==> config.mk <==
export PLATFORM = sky130hd
export DESIGN_NAME = etmb_ctrl
export DESIGN_NICKNAME = d
export VERILOG_FILES = /design/src/hdl/etmb_pkg.sv /design/src/hdl/etmb_ctrl.sv
export SDC_FILE = /design/constraint.sdc
export NUM_CORES = 1
export LEC_CHECK = 0
export ABC_AREA = 1
export BUFFER_PORTS_ARGS = -buffer_cell sky130_fd_sc_hd__buf_4
export CAP_MARGIN = 10
export CORE_AREA = 2 2 44 86
export CTS_CLUSTER_DIAMETER = 120
export CTS_CLUSTER_SIZE = 25
export DETAILED_ROUTE_END_ITERATION = 6
export DIE_AREA = 0 0 46 88
export PLACE_DENSITY_LB_ADDON = 0.05
export SETUP_SLACK_MARGIN = 0.05
export SLEW_MARGIN = 20
export SYNTH_ARGS = -nofsm -noshare
export SYNTH_HDL_FRONTEND = slang
export SYNTH_SLANG_ARGS = --single-unit
==> constraint.sdc <==
create_clock -name clock -period 1.78 [get_ports clock]
set_clock_uncertainty 0.15 [all_clocks]
set_input_delay 0.089 -clock clock [delete_from_list [all_inputs] [get_ports clock]]
set_output_delay 0.089 -clock clock [all_outputs]
set_load 0.01 [all_outputs]
==> src/hdl/etmb_pkg.sv <==
// ----------------------------------------------------------------------------
// etmb_pkg
// Shared types, constants and tables of the Euler TRS matrix builder.
// ----------------------------------------------------------------------------
package etmb_pkg;

   // Element format.
   localparam int ELEM_BITS = 32;
   localparam int FRAC_BITS = 16;

   // Internal widths: rotation terms in Q2.30 with headroom, products, sums.
   localparam int Q_W    = 34;
   localparam int PROD_W = 2 * Q_W;
   localparam int ACC_W  = 52;
   localparam int MOD_W  = 34;
   localparam int ANG_W  = 27;

   // Channel widths.
   localparam int REQ_DATA_W = 328;
   localparam int RSP_DATA_W = 4 * ELEM_BITS;
   localparam int CSR_W      = 2;

   // Request field offsets inside tdata.
   localparam int F_BASE_INDEX = 0;
   localparam int F_BASE_VALUE = 4;
   localparam int F_PITCH      = 36;
   localparam int F_YAW        = 68;
   localparam int F_ROLL       = 100;
   localparam int F_TRANS_X    = 132;
   localparam int F_SCALE_X    = 228;

   // Request kinds and register indexes.
   localparam logic REQ_LOAD    = 1'b0;
   localparam logic REQ_COMPUTE = 1'b1;
   localparam logic CSR_ROTATION_ORDER = 1'b0;
   localparam logic CSR_USE_BASE       = 1'b1;

   // Rotation orders.
   localparam logic [1:0] ORDER_XYZ = 2'd0;
   localparam logic [1:0] ORDER_YXZ = 2'd1;
   localparam logic [1:0] ORDER_ZXY = 2'd2;

   // Fixed-point constants.
   localparam logic signed [Q_W-1:0] Q30_ONE         = Q_W'(1) <<< 30;
   localparam logic signed [Q_W-1:0] CORDIC_GAIN     = Q_W'(32'h26DD3B6A);
   localparam logic signed [Q_W-1:0] RAD_PER_DEG_Q30 = Q_W'(18740330);
   localparam logic [MOD_W-1:0] FULL_TURN = MOD_W'(360) << FRAC_BITS;
   localparam logic [MOD_W-1:0] MOD_BIAS  = FULL_TURN * MOD_W'(92);
   localparam int CORDIC_STEPS = 30;

   // Controller states.
   typedef enum logic [3:0] {
      ST_IDLE, ST_ANG_INIT, ST_ANG_MOD, ST_ANG_FOLD, ST_ZMUL, ST_ZWB,
      ST_CORDIC, ST_ANG_STORE, ST_ROT, ST_SCALE, ST_MAT, ST_DRAIN, ST_OUT
   } ctrl_state_type;

   // Datapath operations.
   typedef enum logic [3:0] {
      DP_NOP, DP_CAPTURE, DP_ANG_INIT, DP_ANG_MOD, DP_ANG_FOLD, DP_ZMUL,
      DP_CORDIC, DP_ANG_STORE, DP_ROT, DP_SCALE, DP_MAT, DP_OUT
   } dp_op_type;

   // Operands and destinations of the rotation sequence.
   typedef enum logic [3:0] {
      OPD_SA, OPD_CA, OPD_SB, OPD_CB, OPD_SG, OPD_CG,
      OPD_PAB, OPD_PACB, OPD_QASB, OPD_ONE
   } opd_type;

   typedef enum logic [3:0] {
      DST_R00, DST_R01, DST_R02, DST_R10, DST_R11, DST_R12,
      DST_R20, DST_R21, DST_R22, DST_PAB, DST_PACB, DST_QASB
   } dst_type;

   typedef enum logic [1:0] {ACC_LOAD, ACC_ADD, ACC_SUB, ACC_NEG} acc_type;

   typedef struct packed {
      opd_type a;
      opd_type b;
      acc_type acc;
      dst_type dst;
   } rot_uop_type;

   // Command from the controller to the datapath.
   typedef struct packed {
      dp_op_type  op;
      logic [5:0] step;
      logic [1:0] angle;
      logic [1:0] order;
      logic       use_base;
   } dp_cmd_type;

   function automatic rot_uop_type mk_uop(input opd_type a, input opd_type b,
                                          input acc_type acc, input dst_type dst);
      rot_uop_type u;
      u.a = a;
      u.b = b;
      u.acc = acc;
      u.dst = dst;
      return u;
   endfunction

   // Sixteen multiply steps build the rotation; the first three form shared
   // products, the others accumulate the nine terms for the chosen order.
   function automatic rot_uop_type rot_ucode(input logic [1:0] order,
                                             input logic [3:0] step);
      rot_uop_type u;
      u = mk_uop(OPD_CA, OPD_CB, ACC_LOAD, DST_R22);
      case (step)
         4'd0: u = mk_uop(OPD_SA, OPD_SB, ACC_LOAD, DST_PAB);
         4'd1: u = mk_uop(OPD_SA, OPD_CB, ACC_LOAD, DST_PACB);
         4'd2: u = mk_uop(OPD_CA, OPD_SB, ACC_LOAD, DST_QASB);
         4'd3: u = mk_uop(OPD_CB, OPD_CG, ACC_LOAD, DST_R00);
         4'd15: u = mk_uop(OPD_CA, OPD_CB, ACC_LOAD, DST_R22);
         default: begin
            case (order)
               ORDER_YXZ: begin
                  case (step)
                     4'd4: u = mk_uop(OPD_PAB, OPD_SG, ACC_SUB, DST_R00);
                     4'd5: u = mk_uop(OPD_CB, OPD_SG, ACC_LOAD, DST_R01);
                     4'd6: u = mk_uop(OPD_PAB, OPD_CG, ACC_ADD, DST_R01);
                     4'd7: u = mk_uop(OPD_QASB, OPD_ONE, ACC_NEG, DST_R02);
                     4'd8: u = mk_uop(OPD_CA, OPD_SG, ACC_NEG, DST_R10);
                     4'd9: u = mk_uop(OPD_CA, OPD_CG, ACC_LOAD, DST_R11);
                     4'd10: u = mk_uop(OPD_SA, OPD_ONE, ACC_LOAD, DST_R12);
                     4'd11: u = mk_uop(OPD_SB, OPD_CG, ACC_LOAD, DST_R20);
                     4'd12: u = mk_uop(OPD_PACB, OPD_SG, ACC_ADD, DST_R20);
                     4'd13: u = mk_uop(OPD_SB, OPD_SG, ACC_LOAD, DST_R21);
                     default: u = mk_uop(OPD_PACB, OPD_CG, ACC_SUB, DST_R21);
                  endcase
               end
               ORDER_ZXY: begin
                  case (step)
                     4'd4: u = mk_uop(OPD_PAB, OPD_SG, ACC_ADD, DST_R00);
                     4'd5: u = mk_uop(OPD_CA, OPD_SG, ACC_LOAD, DST_R01);
                     4'd6: u = mk_uop(OPD_PACB, OPD_SG, ACC_LOAD, DST_R02);
                     4'd7: u = mk_uop(OPD_SB, OPD_CG, ACC_SUB, DST_R02);
                     4'd8: u = mk_uop(OPD_PAB, OPD_CG, ACC_LOAD, DST_R10);
                     4'd9: u = mk_uop(OPD_CB, OPD_SG, ACC_SUB, DST_R10);
                     4'd10: u = mk_uop(OPD_CA, OPD_CG, ACC_LOAD, DST_R11);
                     4'd11: u = mk_uop(OPD_PACB, OPD_CG, ACC_LOAD, DST_R12);
                     4'd12: u = mk_uop(OPD_SB, OPD_SG, ACC_ADD, DST_R12);
                     4'd13: u = mk_uop(OPD_QASB, OPD_ONE, ACC_LOAD, DST_R20);
                     default: u = mk_uop(OPD_SA, OPD_ONE, ACC_NEG, DST_R21);
                  endcase
               end
               default: begin
                  case (step)
                     4'd4: u = mk_uop(OPD_CB, OPD_SG, ACC_LOAD, DST_R01);
                     4'd5: u = mk_uop(OPD_SB, OPD_ONE, ACC_NEG, DST_R02);
                     4'd6: u = mk_uop(OPD_PAB, OPD_CG, ACC_LOAD, DST_R10);
                     4'd7: u = mk_uop(OPD_CA, OPD_SG, ACC_SUB, DST_R10);
                     4'd8: u = mk_uop(OPD_PAB, OPD_SG, ACC_LOAD, DST_R11);
                     4'd9: u = mk_uop(OPD_CA, OPD_CG, ACC_ADD, DST_R11);
                     4'd10: u = mk_uop(OPD_PACB, OPD_ONE, ACC_LOAD, DST_R12);
                     4'd11: u = mk_uop(OPD_QASB, OPD_CG, ACC_LOAD, DST_R20);
                     4'd12: u = mk_uop(OPD_SA, OPD_SG, ACC_ADD, DST_R20);
                     4'd13: u = mk_uop(OPD_QASB, OPD_SG, ACC_LOAD, DST_R21);
                     default: u = mk_uop(OPD_SA, OPD_CG, ACC_SUB, DST_R21);
                  endcase
               end
            endcase
         end
      endcase
      return u;
   endfunction

   // Arctangent table for the CORDIC, Q2.30.
   function automatic logic signed [Q_W-1:0] atan_q30(input logic [4:0] i);
      logic [31:0] v;
      case (i)
         5'd0:  v = 32'h3243F6A8;
         5'd1:  v = 32'h1DAC6705;
         5'd2:  v = 32'h0FADBAFC;
         5'd3:  v = 32'h07F56EA6;
         5'd4:  v = 32'h03FEAB76;
         5'd5:  v = 32'h01FFD55B;
         5'd6:  v = 32'h00FFFAAA;
         5'd7:  v = 32'h007FFF55;
         5'd8:  v = 32'h003FFFEA;
         5'd9:  v = 32'h001FFFFD;
         5'd10: v = 32'h000FFFFF;
         5'd11: v = 32'h0007FFFF;
         5'd12: v = 32'h0003FFFF;
         5'd13: v = 32'h0001FFFF;
         5'd14: v = 32'h0000FFFF;
         5'd15: v = 32'h00007FFF;
         5'd16: v = 32'h00003FFF;
         5'd17: v = 32'h00001FFF;
         5'd18: v = 32'h00000FFF;
         5'd19: v = 32'h000007FF;
         5'd20: v = 32'h000003FF;
         5'd21: v = 32'h000001FF;
         5'd22: v = 32'h000000FF;
         5'd23: v = 32'h0000007F;
         5'd24: v = 32'h0000003F;
         5'd25: v = 32'h0000001F;
         5'd26: v = 32'h0000000F;
         5'd27: v = 32'h00000008;
         5'd28: v = 32'h00000004;
         5'd29: v = 32'h00000002;
         default: v = 32'h00000000;
      endcase
      return Q_W'(v);
   endfunction

endpackage

==> src/hdl/etmb_ctrl.sv <==
// ----------------------------------------------------------------------------
// etmb_ctrl
// Sequencer of the matrix builder: holds the configuration registers, runs
// the angle, rotation, scaling and matrix phases and drives both handshakes.
// ----------------------------------------------------------------------------
module etmb_ctrl import etmb_pkg::*; (
   input  logic             clock,
   input  logic             reset,
   input  logic             req_tvalid,
   input  logic             req_kind,
   output logic             req_tready,
   output logic             rsp_tvalid,
   input  logic             rsp_tready,
   output logic [1:0]       rsp_column,
   output logic             rsp_last,
   input  logic             csr_wen,
   input  logic             csr_index,
   input  logic [CSR_W-1:0] csr_wdata,
   output dp_cmd_type       cmd
);

   ctrl_state_type state_ff, state_in;
   logic [5:0] cnt_ff, cnt_in;
   logic [1:0] ang_ff, ang_in;
   logic [1:0] order_ff;
   logic       use_base_ff;

   // Configuration registers.
   always_ff @(posedge clock) begin
      if (reset) begin
         order_ff    <= ORDER_XYZ;
         use_base_ff <= 1'b0;
      end else if (csr_wen) begin
         if (csr_index == CSR_ROTATION_ORDER) order_ff <= csr_wdata[1:0];
         else use_base_ff <= csr_wdata[0];
      end
   end

   // State register.
   always_ff @(posedge clock) begin
      if (reset) begin
         state_ff <= ST_IDLE;
         cnt_ff   <= '0;
         ang_ff   <= '0;
      end else begin
         state_ff <= state_in;
         cnt_ff   <= cnt_in;
         ang_ff   <= ang_in;
      end
   end

   // Next state and commands.
   always_comb begin
      state_in     = state_ff;
      cnt_in       = cnt_ff;
      ang_in       = ang_ff;
      req_tready   = 1'b0;
      rsp_tvalid   = 1'b0;
      rsp_column   = cnt_ff[1:0];
      rsp_last     = 1'b0;
      cmd.op       = DP_NOP;
      cmd.step     = cnt_ff;
      cmd.angle    = ang_ff;
      cmd.order    = (order_ff == 2'd3) ? ORDER_XYZ : order_ff;
      cmd.use_base = use_base_ff;
      case (state_ff)
         ST_IDLE: begin
            req_tready = 1'b1;
            if (req_tvalid) begin
               cmd.op = DP_CAPTURE;
               ang_in = '0;
               if (req_kind == REQ_COMPUTE) state_in = ST_ANG_INIT;
            end
         end
         ST_ANG_INIT: begin
            cmd.op   = DP_ANG_INIT;
            cnt_in   = '0;
            state_in = ST_ANG_MOD;
         end
         ST_ANG_MOD: begin
            cmd.op = DP_ANG_MOD;
            if (cnt_ff == 6'd7) begin
               cnt_in   = '0;
               state_in = ST_ANG_FOLD;
            end else begin
               cnt_in = cnt_ff + 6'd1;
            end
         end
         ST_ANG_FOLD: begin
            cmd.op   = DP_ANG_FOLD;
            state_in = ST_ZMUL;
         end
         ST_ZMUL: begin
            cmd.op   = DP_ZMUL;
            state_in = ST_ZWB;
         end
         ST_ZWB: begin
            cnt_in   = '0;
            state_in = ST_CORDIC;
         end
         ST_CORDIC: begin
            cmd.op = DP_CORDIC;
            if (cnt_ff == 6'(CORDIC_STEPS - 1)) begin
               cnt_in   = '0;
               state_in = ST_ANG_STORE;
            end else begin
               cnt_in = cnt_ff + 6'd1;
            end
         end
         ST_ANG_STORE: begin
            cmd.op = DP_ANG_STORE;
            cnt_in = '0;
            if (ang_ff == 2'd2) begin
               state_in = ST_ROT;
            end else begin
               ang_in   = ang_ff + 2'd1;
               state_in = ST_ANG_INIT;
            end
         end
         ST_ROT: begin
            cmd.op = DP_ROT;
            if (cnt_ff == 6'd15) begin
               cnt_in   = '0;
               state_in = ST_SCALE;
            end else begin
               cnt_in = cnt_ff + 6'd1;
            end
         end
         ST_SCALE: begin
            // Column in bits 3:2, row in bits 1:0; rows run 0 to 2.
            cmd.op = DP_SCALE;
            if (cnt_ff[3:0] == 4'b1010) begin
               cnt_in   = '0;
               state_in = use_base_ff ? ST_MAT : ST_DRAIN;
            end else if (cnt_ff[1:0] == 2'd2) begin
               cnt_in = cnt_ff + 6'd2;
            end else begin
               cnt_in = cnt_ff + 6'd1;
            end
         end
         ST_MAT: begin
            cmd.op = DP_MAT;
            cnt_in = cnt_ff + 6'd1;
            if (cnt_ff == 6'd63) state_in = ST_DRAIN;
         end
         ST_DRAIN: begin
            cnt_in   = '0;
            state_in = ST_OUT;
         end
         ST_OUT: begin
            cmd.op     = DP_OUT;
            rsp_tvalid = 1'b1;
            rsp_last   = (cnt_ff[1:0] == 2'd3);
            if (rsp_tready) begin
               if (cnt_ff[1:0] == 2'd3) begin
                  cnt_in   = '0;
                  state_in = ST_IDLE;
               end else begin
                  cnt_in = cnt_ff + 6'd1;
               end
            end
         end
         default: state_in = ST_IDLE;
      endcase
   end

endmodule

==> results.yml <==
synth:
  synth_cell_type_count: 28
  synthCells: 269
  yosys.area.top_type: "dfxtp_1"
  ys_warn_count: 0
  netlist_area_mm2: 0.00162
  avgSynthCellArea_um2: 6.01
  synth.net_count: 286
  synth_area_leaders: "dfxtp_1, nand2_1, nor2_1"
  seq_area_frac_synth: 0.186
  synth_seq_cells: 15
  synth_top_cell_area_share: 0.186
drt:
  viasPerCell: 5.23
  drtIter0Drc: 38
  vias: 1832
  ant_nets: 0
  wl_per_cell_um: 14.0
  dr.pass1.iters: 4
  drc: 0
  drt_wl_total_um: 4900
final_layout:
  area_growth_pct: 33.3
  multi_input_area_mm2: 0.00118
  fillers: 350
  seq_area_um2: 320
  drive_gt1_frac: 0.365
  n_antenna_cell: 0
  nets: 336
critical_path:
  crit_chain: "buf_6, nor2_2, nand2_2, inv_2, nor4_1, o21ai_1, buf_4"
  critPathSlowestCell: "dfxtp_4"
  r2r_setup_slack_ns: 0.13
  cp-end-kind: "output port"
  crit_path_max_incr_delay_ns: 0.39
  crit_required_ns: 1.54
  cp-start-kind: "flip-flop"
  cp.arrival_ns: 1.44
  cp_num_buf_inv: 3
  worstPathMaxFanout: 5
  cpLargestDelayFamily: "flip-flops"
  critical_path_class: "reg2out"
global_route:
  grt_pass1_wl_um: 7820
  grt_max_degree: 14
  antenna_found_initial: 0
  grt_pass1_vias: 1826
  grt_overflow_total: 0
  track_usage: 0.265
timing:
  setup_slack_ns: 0.0977
  maxSlewHeadroom: 0.698
  finalWorstPathRequiredPeriod_ns: 1.68
  hold_viol_final: 0
  worst_pin_slew_ns: 0.453
  finalCritPeriodShare: 0.945
  tns_ns: 0
  final-max-slew-violation-count: 0
  fmax_ghz: 0.594
  grt_setup_unrepaired: "yes"
  final-setup-viol-count: 0
job:
  timing.max_cap.violations: 0
clocking:
  cts-root-buf: "clkbuf_8"
  clkLatencyLatePin_ns: 0.26
  cts_tree: "yes"
  cts_max_level: 1
  clock_path_buffers: 2
  path_clk_slew_ns: 0.07
  cts_buffers: 3
  clock-sinks: 15
die:
  initial_core_util: 0.479
  core_area_mm2: 0.00338
  die_x_um: 46
  die-area_mm2: 0.00405
  rows: 30
  die_h_um: 88
  boundaryPins: 29
power:
  p_leak_nw: 1.12
  p_per_area_mw_per_mm2: 1500
  vdd_drop_max_mv: 1.05
place:
  dpl.hpwl_um: 3920
  place_congestion: 0.896
  io_buffers: 28
  pre_cts_ws_ns: 0.0195
status:
  outcome: "finished, final reports clean"
min_path:
  min_path_type: "in2reg"
## cell usage in the layout, fill, tap and decap left out, drive strengths merged
| cell type | netlist | final |
|---|---|---|
| a21oi | 10 | 10 |
| dlygate4sd3 | 0 | 5 |
| nor3 | 1 | 1 |
| nand3 | 26 | 26 |
| dfxtp | 15 | 15 |
| a21boi | 1 | 1 |
| nor2 | 58 | 58 |
| clkbuf | 0 | 3 |
| buf | 6 | 46 |
| nand2 | 80 | 80 |
| nor4 | 1 | 1 |
| nand4 | 3 | 3 |
| o21ai | 15 | 15 |
| ha | 8 | 8 |
| inv | 39 | 39 |
| o211ai | 1 | 1 |
| clkinvlp | 0 | 1 |
| xor2 | 2 | 2 |
| o21a | 2 | 2 |
| clkinv | 1 | 1 |
## where the power goes
part	internal (mW)	switching [mW]
Combinational	0.934	1.36
Sequential	0.459	0.183
Clock	0.156	0.139
Total	1.55	1.68
## through the flow
| stage | util | hold WS, ns | cells | cell area, um2 | power [mW] |
|---|---|---|---|---|---|
| after global placement | 0.573 | 0.111 | 338 | 1940 | 2.71 |
| after detailed placement | 0.573 | 0.112 | 338 | 1940 | 2.73 |
| after global routing | 0.638 | 0.0710 | 350 | 2150 | 3.51 |
| final | 0.638 | 0.00826 | 350 | 2150 | 3.23 |
| after floorplan | - | 0.00807 | 269 | 1620 | 2.05 |
| after CTS | 0.603 | 0.0138 | 347 | 2040 | 3.04 |
## synthesized netlist by cell type (all sizes together)
cell	number
a21boi	1
a21oi	10
buf	6
clkinv	1
dfxtp	15
ha	8
inv	39
nand2	80
nand3	26
nand4	3
nor2	58
nor3	1
nor4	1
o211ai	1
o21a	2
o21ai	15
xor2	2
## logic make-up (layout without fill, tap and decap cells)
| logic type | count (synthesis) | after routing | share of synthesized area |
|---|---|---|---|
| simple gates | 169 | 169 | 0.512 |
| buf+inv | 46 | 95 | 0.122 |
| compound gates | 29 | 29 | 0.108 |
| xor+xnor | 2 | 2 | 0.0108 |
| flops | 15 | 15 | 0.186 |
| fa+ha+maj | 8 | 8 | 0.0619 |
## worst min-delay path: stages
cell,delay [ns]
buf_4,0.09
nor2_1,0.04
inv_1,0.08
a21oi_1,0.07
## state kept, by name (all words and copies together), names as in the netlist
signal       cells
cnt_ff           6
ang_ff           2
use_base_ff      1
state_ff         4
order_ff         2
## what timing repair did
item / CTS / global route
setup endpoints to repair: 3 / 11
cloned: 0 / 0
setup buffers: 0 / 3
pin swaps: 0 / 3
hold endpoints to repair: 4 / 0
gates resized for setup: 4 / 27
hold buffers: 5 / 0
## per-layer routing
metal / up-vias / share of wire / global-route usage
li1: 938 / - / -
met2: 41 / 0.60 / 0.535
met3: 16 / 0.020 / 0.0186
met5: - / 0 / 0
met1: 837 / 0.34 / 0.229
met4: 0 / 0.047 / 0.143
## final cells by class
cell class	count	area share
multi-input combinational	208	0.549
timing repair buffer	51	0.187
sequential	15	0.149
inverter	40	0.0749
clock buffer	3	0.0192
tap	32	0.0186
clock inverter	1	0.00232
## final timing paths
| check | startpoint | endpoint | cells after the start |
|---|---|---|---|
| worst max-delay path | state_ff[2] | cmd[12] | 7 |
| worst min-delay path | csr_index | order_ff[0] | 4 |
| worst max register to register | cnt_ff[0] | state_ff[1] | 9 |
| worst min register to register | ang_ff[0] | ang_ff[0] | 2 |
Note: power is estimated with default switching activity, not from simulation.
